<file path="src/rtl/core/i2cm_pkg.sv">
// Package: item types, state kinds and constants for the I2C register access master.
`default_nettype none

package i2cm_pkg;

    typedef struct packed {
        logic [1:0] func;
        logic [6:0] dev_addr;
        logic [7:0] reg_addr;
        logic [7:0] write_data;
        logic [7:0] read_len;
        logic       sda_in;
        logic       scl_in;
    } t_in_item;

    typedef struct packed {
        logic       sda_pull_low;
        logic       scl_pull_low;
        logic [7:0] rx_byte;
        logic       rx_valid;
        logic       rx_last;
        logic       done_res;
        logic       failed;
        logic       busy_res;
    } t_out_item;

    typedef enum logic [2:0] {
        K_IDLE  = 3'd0,
        K_START = 3'd1,
        K_WBIT  = 3'd2,
        K_WACK  = 3'd3,
        K_RBIT  = 3'd4,
        K_RACK  = 3'd5,
        K_STOP  = 3'd6
    } t_kind;

    localparam logic [1:0] FUNC_NONE  = 2'd0;
    localparam logic [1:0] FUNC_WRITE = 2'd1;
    localparam logic [1:0] FUNC_READ  = 2'd2;
    localparam logic [1:0] FUNC_PING  = 2'd3;

    localparam logic CFG_HALF_PERIOD = 1'b0;
    localparam logic CFG_STRETCH     = 1'b1;

    localparam int         CFG_WIDTH          = 16;
    localparam logic [15:0] HALF_PERIOD_RESET = 16'd5;
    localparam logic [15:0] STRETCH_RESET     = 16'd2000;

endpackage

`default_nettype wire

</file>
<file path="src/rtl/core/i2cm_engine.sv">
// Bus engine: transaction state and a step from the current item to the next state on each i_step.
`default_nettype none

module i2cm_engine #(
    parameter int TIMER_WIDTH = 16
) (
    input  wire                                  i_clk,
    input  wire                                  i_rst_n,
    input  wire                                  i_step,
    input  wire i2cm_pkg::t_in_item              i_item,
    input  wire [i2cm_pkg::CFG_WIDTH-1:0]        i_half_period,
    input  wire [i2cm_pkg::CFG_WIDTH-1:0]        i_stretch_timeout,
    output i2cm_pkg::t_out_item                  o_res
);

    localparam int CW = (TIMER_WIDTH > i2cm_pkg::CFG_WIDTH) ? TIMER_WIDTH
                                                            : i2cm_pkg::CFG_WIDTH;
    localparam logic [TIMER_WIDTH-1:0] TMAX = {TIMER_WIDTH{1'b1}};

    i2cm_pkg::t_kind          r_kind, n_kind;
    logic [1:0]               r_sub, n_sub;
    logic [3:0]               r_bit, n_bit;
    logic [7:0]               r_shift, n_shift;
    logic [7:0]               r_left, n_left;
    logic [TIMER_WIDTH-1:0]   r_half, n_half;
    logic [TIMER_WIDTH-1:0]   r_st, n_st;
    logic [6:0]               r_addr, n_addr;
    logic [7:0]               r_reg, n_reg;
    logic [7:0]               r_data, n_data;
    logic [1:0]               r_op, n_op;
    logic                     r_nack, n_nack;
    logic                     r_reading, n_reading;

    logic       is_wait;
    logic       leave;
    logic       rx_valid, rx_last, done, fail;
    logic [7:0] rx_byte;
    logic       sda_low, scl_low;

    // next state
    always_comb begin
        n_kind    = r_kind;
        n_sub     = r_sub;
        n_bit     = r_bit;
        n_shift   = r_shift;
        n_left    = r_left;
        n_half    = r_half;
        n_st      = r_st;
        n_addr    = r_addr;
        n_reg     = r_reg;
        n_data    = r_data;
        n_op      = r_op;
        n_nack    = r_nack;
        n_reading = r_reading;
        is_wait   = 1'b0;
        leave     = 1'b0;
        rx_valid  = 1'b0;
        rx_last   = 1'b0;
        rx_byte   = 8'd0;
        done      = 1'b0;
        fail      = 1'b0;
        unique case (r_kind)
            i2cm_pkg::K_IDLE: begin
                n_sub = 2'd0;
                if (i_item.func != i2cm_pkg::FUNC_NONE) begin
                    n_op      = i_item.func;
                    n_addr    = i_item.dev_addr;
                    n_reg     = i_item.reg_addr;
                    n_data    = (i_item.func == i2cm_pkg::FUNC_READ) ? i_item.read_len
                                                                     : i_item.write_data;
                    n_left    = (i_item.func == i2cm_pkg::FUNC_WRITE) ? 8'd2 :
                                (i_item.func == i2cm_pkg::FUNC_READ)  ? 8'd1 : 8'd0;
                    n_nack    = 1'b0;
                    n_reading = 1'b0;
                    n_bit     = 4'd0;
                    n_kind    = i2cm_pkg::K_START;
                    n_half    = '0;
                    n_st      = '0;
                end
            end
            i2cm_pkg::K_START, i2cm_pkg::K_WBIT, i2cm_pkg::K_WACK,
            i2cm_pkg::K_RBIT, i2cm_pkg::K_RACK, i2cm_pkg::K_STOP: begin
                is_wait = (r_kind == i2cm_pkg::K_START) ? (r_sub == 2'd0) : (r_sub == 2'd1);
                if (is_wait) begin
                    if (i_item.scl_in) begin
                        leave = 1'b1;
                    end else begin
                        if (r_st != TMAX) begin
                            n_st = r_st + 1'b1;
                        end
                        leave = (CW'(n_st) >= CW'(i_stretch_timeout)) || (n_st == TMAX);
                    end
                end else begin
                    if (r_half != TMAX) begin
                        n_half = r_half + 1'b1;
                    end
                    leave = (CW'(n_half) >= CW'(i_half_period)) || (n_half == TMAX);
                end
                if (leave) begin
                    if (r_sub == 2'd2 && r_kind == i2cm_pkg::K_WACK && i_item.sda_in) begin
                        n_nack = 1'b1;
                    end
                    if (r_sub == 2'd2 && r_kind == i2cm_pkg::K_RBIT) begin
                        n_shift = {r_shift[6:0], i_item.sda_in};
                    end
                    if (!(r_sub == 2'd3 && r_kind == i2cm_pkg::K_STOP)) begin
                        n_half = '0;
                        n_st   = '0;
                    end
                    if (r_sub != 2'd3) begin
                        n_sub = r_sub + 2'd1;
                    end else begin
                        n_sub = 2'd0;
                        unique case (r_kind)
                            i2cm_pkg::K_START: begin
                                n_shift = {r_addr, r_reading};
                                n_bit   = 4'd0;
                                n_kind  = i2cm_pkg::K_WBIT;
                            end
                            i2cm_pkg::K_WBIT: begin
                                n_shift = {r_shift[6:0], 1'b0};
                                n_bit   = r_bit + 4'd1;
                                n_kind  = (n_bit >= 4'd8) ? i2cm_pkg::K_WACK
                                                          : i2cm_pkg::K_WBIT;
                            end
                            i2cm_pkg::K_WACK: begin
                                priority if (r_nack) begin
                                    n_kind = i2cm_pkg::K_STOP;
                                end else if (r_left != 8'd0) begin
                                    n_shift = (r_op == i2cm_pkg::FUNC_WRITE && r_left == 8'd1)
                                              ? r_data : r_reg;
                                    n_left  = r_left - 8'd1;
                                    n_bit   = 4'd0;
                                    n_kind  = i2cm_pkg::K_WBIT;
                                end else if (r_op == i2cm_pkg::FUNC_READ && !r_reading) begin
                                    n_reading = 1'b1;
                                    n_kind    = i2cm_pkg::K_START;
                                end else if (r_op == i2cm_pkg::FUNC_READ) begin
                                    n_left  = r_data;
                                    n_bit   = 4'd0;
                                    n_shift = 8'd0;
                                    n_kind  = (r_data != 8'd0) ? i2cm_pkg::K_RBIT
                                                               : i2cm_pkg::K_STOP;
                                end else begin
                                    n_kind = i2cm_pkg::K_STOP;
                                end
                            end
                            i2cm_pkg::K_RBIT: begin
                                n_bit  = r_bit + 4'd1;
                                n_kind = (n_bit >= 4'd8) ? i2cm_pkg::K_RACK
                                                         : i2cm_pkg::K_RBIT;
                            end
                            i2cm_pkg::K_RACK: begin
                                rx_valid = 1'b1;
                                rx_byte  = r_shift;
                                rx_last  = (r_left <= 8'd1);
                                n_left   = (r_left != 8'd0) ? r_left - 8'd1 : 8'd0;
                                n_bit    = 4'd0;
                                n_shift  = 8'd0;
                                n_kind   = (n_left != 8'd0) ? i2cm_pkg::K_RBIT
                                                            : i2cm_pkg::K_STOP;
                            end
                            i2cm_pkg::K_STOP: begin
                                done   = 1'b1;
                                fail   = r_nack;
                                n_kind = i2cm_pkg::K_IDLE;
                            end
                            default: begin
                                n_kind = i2cm_pkg::K_IDLE;
                            end
                        endcase
                    end
                end
            end
            default: begin
                n_kind = i2cm_pkg::K_IDLE;
                n_sub  = 2'd0;
            end
        endcase
    end

    // bus drive after this tick's update
    always_comb begin
        sda_low = 1'b0;
        scl_low = 1'b0;
        unique case (n_kind)
            i2cm_pkg::K_START: begin
                sda_low = (n_sub >= 2'd2);
                scl_low = (n_sub == 2'd3);
            end
            i2cm_pkg::K_STOP: begin
                sda_low = (n_sub != 2'd3);
                scl_low = (n_sub == 2'd0);
            end
            i2cm_pkg::K_WBIT: begin
                sda_low = !n_shift[7];
                scl_low = (n_sub == 2'd0) || (n_sub == 2'd3);
            end
            i2cm_pkg::K_RACK: begin
                sda_low = (n_sub != 2'd3) && (n_left > 8'd1);
                scl_low = (n_sub == 2'd0) || (n_sub == 2'd3);
            end
            i2cm_pkg::K_WACK, i2cm_pkg::K_RBIT: begin
                scl_low = (n_sub == 2'd0) || (n_sub == 2'd3);
            end
            default: begin
                sda_low = 1'b0;
                scl_low = 1'b0;
            end
        endcase
        o_res.sda_pull_low = sda_low;
        o_res.scl_pull_low = scl_low;
        o_res.rx_byte      = rx_byte;
        o_res.rx_valid     = rx_valid;
        o_res.rx_last      = rx_last;
        o_res.done_res     = done;
        o_res.failed       = fail;
        o_res.busy_res     = (n_kind != i2cm_pkg::K_IDLE);
    end

    always_ff @(posedge i_clk) begin
        if (!i_rst_n) begin
            r_kind    <= i2cm_pkg::K_IDLE;
            r_sub     <= 2'd0;
            r_bit     <= 4'd0;
            r_shift   <= 8'd0;
            r_left    <= 8'd0;
            r_half    <= '0;
            r_st      <= '0;
            r_addr    <= 7'd0;
            r_reg     <= 8'd0;
            r_data    <= 8'd0;
            r_op      <= 2'd0;
            r_nack    <= 1'b0;
            r_reading <= 1'b0;
        end else if (i_step) begin
            r_kind    <= n_kind;
            r_sub     <= n_sub;
            r_bit     <= n_bit;
            r_shift   <= n_shift;
            r_left    <= n_left;
            r_half    <= n_half;
            r_st      <= n_st;
            r_addr    <= n_addr;
            r_reg     <= n_reg;
            r_data    <= n_data;
            r_op      <= n_op;
            r_nack    <= n_nack;
            r_reading <= n_reading;
        end
    end

endmodule

`default_nettype wire

</file>
<file path="src/rtl/core/i2c_master_register_access_unit.sv">
// Top level: I2C register access master with item input register, result register, config.
// An accepted item waits in the input register; its result is offered from the result register.
// Throughput: one item per cycle unless the result side stalls; the engine steps once per item.
// Stalls on the result side hold the input register and block new items only when both are full.
// Reset (synchronous, active low): engine idle with both lines released, registers at
// half period 5 and stretch timeout 2000, both stages empty.
`default_nettype none

module i2c_master_register_access_unit #(
    parameter int TIMER_WIDTH = 16
) (
    input  wire                                i_clk,
    input  wire                                i_rst_n,
    input  wire                                i_cfg_we,
    input  wire                                i_cfg_idx,
    input  wire [i2cm_pkg::CFG_WIDTH-1:0]      i_cfg_data,
    input  wire                                i_in_valid,
    output logic                               o_in_ready,
    input  wire i2cm_pkg::t_in_item            i_in_item,
    output logic                               o_out_valid,
    input  wire                                i_out_ready,
    output i2cm_pkg::t_out_item                o_out_item
);

    logic [i2cm_pkg::CFG_WIDTH-1:0] r_half_period;
    logic [i2cm_pkg::CFG_WIDTH-1:0] r_stretch_timeout;
    logic                           r_in_valid;
    i2cm_pkg::t_in_item             r_in_item;
    logic                           r_out_valid;
    i2cm_pkg::t_out_item            r_out_item;
    i2cm_pkg::t_out_item            step_res;
    logic                           advance;

    assign advance     = r_in_valid && (!r_out_valid || i_out_ready);
    assign o_in_ready  = !r_in_valid || advance;
    assign o_out_valid = r_out_valid;
    assign o_out_item  = r_out_item;

    i2cm_engine #(
        .TIMER_WIDTH(TIMER_WIDTH)
    ) u_engine (
        .i_clk            (i_clk),
        .i_rst_n          (i_rst_n),
        .i_step           (advance),
        .i_item           (r_in_item),
        .i_half_period    (r_half_period),
        .i_stretch_timeout(r_stretch_timeout),
        .o_res            (step_res)
    );

    always_ff @(posedge i_clk) begin
        if (!i_rst_n) begin
            r_half_period     <= i2cm_pkg::HALF_PERIOD_RESET;
            r_stretch_timeout <= i2cm_pkg::STRETCH_RESET;
        end else if (i_cfg_we) begin
            unique case (i_cfg_idx)
                i2cm_pkg::CFG_HALF_PERIOD: r_half_period     <= i_cfg_data;
                i2cm_pkg::CFG_STRETCH:     r_stretch_timeout <= i_cfg_data;
                default:                   r_half_period     <= r_half_period;
            endcase
        end
    end

    always_ff @(posedge i_clk) begin
        if (!i_rst_n) begin
            r_in_valid  <= 1'b0;
            r_out_valid <= 1'b0;
        end else begin
            if (o_in_ready) begin
                r_in_valid <= i_in_valid;
            end
            if (advance) begin
                r_out_valid <= 1'b1;
            end else if (i_out_ready) begin
                r_out_valid <= 1'b0;
            end
        end
    end

    always_ff @(posedge i_clk) begin
        if (o_in_ready && i_in_valid) begin
            r_in_item <= i_in_item;
        end
        if (advance) begin
            r_out_item <= step_res;
        end
    end

endmodule

`default_nettype wire
</file>
<file path="config.mk">
export PLATFORM = sky130hd
export DESIGN_NAME = i2c_master_register_access_unit
export DESIGN_NICKNAME = d
export VERILOG_FILES = /design/src/rtl/core/i2cm_pkg.sv /design/src/rtl/core/i2cm_engine.sv /design/src/rtl/core/i2c_master_register_access_unit.sv
export SDC_FILE = /design/constraint.sdc
export NUM_CORES = 1
export LEC_CHECK = 0
export BUFFER_PORTS_ARGS = -buffer_cell sky130_fd_sc_hd__clkbuf_2
export CAP_MARGIN = 20
export CELL_PAD_IN_SITES_DETAIL_PLACEMENT = 1
export CELL_PAD_IN_SITES_GLOBAL_PLACEMENT = 1
export CORE_MARGIN = 2
export CORE_UTILIZATION = 49
export DETAILED_ROUTE_END_ITERATION = 6
export HOLD_SLACK_MARGIN = 0.06
export MAX_ROUTING_LAYER = met4
export PLACE_DENSITY_LB_ADDON = 0.1
export SYNTH_ARGS = -nofsm -noshare
export SYNTH_HDL_FRONTEND = slang
export SYNTH_SLANG_ARGS = --single-unit
</file>
<file path="constraint.sdc">
create_clock -name i_clk -period 12.85 [get_ports i_clk]
set_clock_uncertainty 0.15 [all_clocks]
set_input_delay 2.57 -clock i_clk [delete_from_list [all_inputs] [get_ports i_clk]]
set_output_delay 2.57 -clock i_clk [all_outputs]
set_load 0.005 [all_outputs]
</file>
; Word-level counts from Yosys, hierarchy flattened
; Cells that the tools add are included.
; Widths: inputs -> output; s select.
[totals]
output_inout_bits = 17
elab_cells = 217
reg_bits = 168
[op_classes]
n_mux = 86
magnitude_cmp = 6
bitwise = 5
n_eq_ne = 39
n_addsub = 5
n_reduce_logical = 43
[op_table]
columns = cell, count
row1 = $mux 16, 15
row2 = $mux 8, 19
row3 = $pmux 16 s2, 2
row4 = $add 16x1->16 const B, 2
row5 = $eq 16x16->1 const B, 2
row6 = $ge 16x16->1, 2
row7 = $ne 16x16->1 const B, 2
row8 = $pmux 8 s2, 2
row9 = $pmux 8 s4, 1
row10 = $mux 4, 7
row11 = $reduce_bool 8->1, 3
row12 = $mux 3, 7
row13 = $mux 1, 20
row14 = $eq 3x3->1 const B, 6
row15 = $reduce_and 9->1, 2
row16 = $pmux 3 s5, 1
row17 = $eq 3x2->1 const B, 4
row18 = $pmux 4 s3, 1
row19 = $reduce_or 4->1, 3
row20 = $eq 2x2->1 const B, 5
row21 = $mux 2, 5
row22 = $ne 2x1->1 const B, 5
row23 = $ne 2x2->1 const B, 5
row24 = $logic_and 1x1->1, 9
row25 = 31 further kinds, 54

; Depth between registers and ports, before layout
[logic_depth]
word_depth = 15
depth_mapped = 23
mapped_depth_nobuf = 21

; Cells and area by module
; A second synthesis with hierarchy kept.
[unflattened]
cells_unflattened = 1118
area_unflattened_um2 = 9776.9
[modules_own_cells]
columns = mod, area_each_um2, cells_each, seq_area_each_um2, n_inst
row1 = i2cm_engine, 6880.3, 925, 1681.6, 1
row2 = i2c_master_register_access_unit, 2896.5, 193, 2182.1, 1

; Worst setup path after synthesis
; OpenSTA, ideal clock, no wires.
[synth_path]
path_type = input to output
start = input i_out_ready
end = output o_in_ready
required_time_ns = 10.130
stages = 2
setup_slack_ns = 7.294
arrival_time_ns = 2.836
path_buffers = 0
path_cell_list = nor2b_1 > nand2_1
[synth_between]
elab_chain_len = 3
[synth_rtl]
columns = element, line_no
row1 = "start, declared", i2c_master_register_access_unit.sv:21  ; input wire i_out_ready,
row2 = $logic_or 1x1->1, i2c_master_register_access_unit.sv:34  ; assign advance = r_in_valid && (!r_out_valid || i_out_ready);
row3 = $logic_and 1x1->1, i2c_master_register_access_unit.sv:34
row4 = $logic_or 1x1->1, i2c_master_register_access_unit.sv:35  ; assign o_in_ready = !r_in_valid || advance;
row5 = "end, declared", i2c_master_register_access_unit.sv:18  ; output logic o_in_ready,
; No other way between the ends.

==> flow_summary.toml <==
[clock_tree]
clkTransAtPathRegs_ns = 0.07
clock_tree.root_cell = "clkbuf_16"
clk_path_buf_depth = 2
cts_made_buffers = 17
post_cts_resized = 0
cts_hold_buf = 0
cts_tree = "done"
clk_latency_ns = 0.44
h-tree-depth = 4
cts_sinks = 168
post_cts_buffers = 0

[routing]
drc = 0
drtPass1Iterations = 4
finalWirelength_um = 25200
vias = 8026
via_per_inst = 6.03
drt_iter0_drc = 469
antenna_left = 0
routedWlPerCell_um = 19.0

[floorplan]
dieWidth_um = 142
core_area_um2 = 18600
rows = 50
dieArea_um2 = 20000
start_util_pct = 49.7
ios = 74
die_height_um = 142

[yosys]
seq_area_frac_synth_pct = 41.7
async_reset_ff_share_pct = 0
synthCells = 1040
yosys.area_share.simple_pct = 20.7
synth.area.mux_share_pct = 2.89
synth_edf_count = 50
ys.flop_type = "dfxtp_1"
synth-xor-area-share_pct = 1.89
syn_area_um2 = 9270
synth-compound-area-share_pct = 21.5
yosysUniqueCellTypes = 87
synth_top_family_by_area = "compound AO/OA/AOI/OAI gates"
ys_warn_count = 0
syn_nets = 1146
synth.avg_cell_area_um2 = 8.91
synth_seq_cells = 168
synthAdderAreaFrac_pct = 6.61

[power]
powerDensity_nw_per_um2 = 118
p_leak_nw = 4.08
ir_drop_v = 0.000104

[global_routing]
antenna_found_initial = 0
grt.total_usage_pct = 27.1
grt_pass1_vias = 8360
grt_max_degree = 43
overflow = 0
grt_pass1_wl_um = 42100

[layout]
area_delta_synth_final_pct = 11.6
top_register = "r_in_item"
largest_reg_flops = 35
diodes = 0
nNetsFinal = 1190
drive_gt1_share_pct = 13.6

[setup_path]
path_max_fanout = 11
worstPathRequired_ns = 12.88
worst_path_max_delay_cell = "o221ai_2"
slowest_delay_ns = 0.60
arrival_ns = 6.14
cp_top_family = "compound AO/OA/AOI/OAI gates"
worstSetupPathType = "reg -> reg"
cp.buffers_inverters = 1
end_kind = "flip-flop"
critPathMostFrequentCell = "ha_1"
path_cells = "ha_1, nand4_1, or4_1, and3_1, nand3_1, xnor2_1, ha_1, a21o_1, a211o_1, a211oi_1, o31a_1, o311ai_0, o221ai_2, nor2_1, a311oi_1, inv_1, ha_1, and4b_1, o31ai_1, nand3_1"
critPathLaunchType = "flip-flop"

[timing]
setup_ws_ns = 6.74
rsz0062_at_grt = "false"
hold_violations = 0
slew_violations = 0
period_needed_ns = 6.11
tns_ns = 0
fmax_ghz = 0.164
tightest_slew_ns = 1.12
period_share_pct = 47.5
maxSlewHeadroom_pct = 25.5
setup_viol = 0

[placed_design]
post-place-ws_ns = 6.87
hpwl_um = 18400
gp_congestion = 0.916
io_buffer_count = 73

[hold_path]
min_path_type = "reg -> reg"

[flow_run]
max_cap_viol_count = 0

[run_status]
status = "finished clean"
power by group:
group	switching (mW)	internal, mW
clock network	0.247	0.280
logic	0.0733	0.0385
registers	0.0152	0.566
total	0.335	0.885
kinds of logic (layout without fill, tap and decap cells):
group	Yosys count	in the layout
xor+xnor	20	20
fa+ha+maj	49	49
mux	26	26
flops	168	168
buf+inv	107	164
simple gates	388	388
compound gates	282	282
tightest hold or removal path: stages (launching register included):
cell	delay [ns]
dfxtp_1	0.31
nand2_1	0.05
a21oi_1	0.05
layout by cell type (no fill, tap or decap), types with 11 or more instances in the layout:
cell and n:
a211oi_1 17, a21oi_1 82, a22o_1 36, a22oi_1 16, a31oi_1 11, and2_1 13, and3_1 15, clkbuf_16 17
clkbuf_2 73, dfxtp_1 118, edfxtp_1 50, ha_1 49, inv_1 51, mux2i_1 22, nand2_1 148, nand2b_1 11
nand3_1 29, nand4_1 17, nor2_1 77, nor2b_1 11, nor3_1 18, o21ai_0 24
Yosys cell counts (12+ instances only):
library cell / instances / share of area, %
and2_1: 13 / 0.88
edfxtp_1: 50 / 16
inv_1: 52 / 2.1
a211oi_1: 17 / 1.4
o21ai_0: 24 / 1.3
dfxtp_1: 118 / 25
ha_1: 49 / 6.6
nor3_1: 19 / 1.0
a21oi_1: 82 / 4.4
nand4_1: 17 / 1.1
a22oi_1: 16 / 1.3
nand3_1: 29 / 1.6
and3_1: 15 / 1.0
a22o_1: 36 / 3.4
nor2_1: 77 / 3.1
nand2_1: 148 / 6.0
clkbuf_1: 33 / 1.3
buf_2: 12 / 0.65
mux2i_1: 22 / 2.4
routing by layer:
layer / global-route usage (%) / vias up / routed length (um)
met3: 3.48 / 34 / 741
met1: 32.1 / 3959 / 11100
met5: - / - / 0
met2: 48.2 / 154 / 12900
met4: 8.11 / 0 / 456
li1: - / 3879 / -
stage by stage:
stage / total power, mW / instance area, um^2 / instances / utilization (%) / hold slack, ns
2_1_floorplan: 0.663 / 9270 / 1040 / - / 0.286
3_3_place_gp: 0.700 / 9730 / 1298 / 52.2 / 0.293
3_5_place_dp: 0.704 / 9730 / 1298 / 52.2 / 0.298
4_1_cts: 1.23 / 10300 / 1330 / 55.4 / 0.308
5_1_grt: 1.27 / 10300 / 1331 / 55.5 / 0.333
6_report: 1.22 / 10300 / 1331 / 55.5 / 0.307
area by class of cell:
type / count / area, um^2
fillers: 2193 / 8300
clock inverters: 14 / 179
well taps: 234 / 293
inverters: 54 / 203
repair buffers: 78 / 407
flip-flops and latches: 168 / 3860
clock buffers: 18 / 429
multi-input cells: 765 / 4970
path summary, 6_finish.rpt:
path                      start                end  slack [ns]  depth (start not counted)
max reg2reg  u_engine.r_half[0]     o_out_item[14]        6.74                         20
min reg2reg   u_engine.r_reg[3]  u_engine.r_reg[3]        0.31                          2
max          u_engine.r_half[0]     o_out_item[14]        6.74                         20
min           u_engine.r_reg[3]  u_engine.r_reg[3]        0.31                          2
Power figures use the tool's default switching activity.
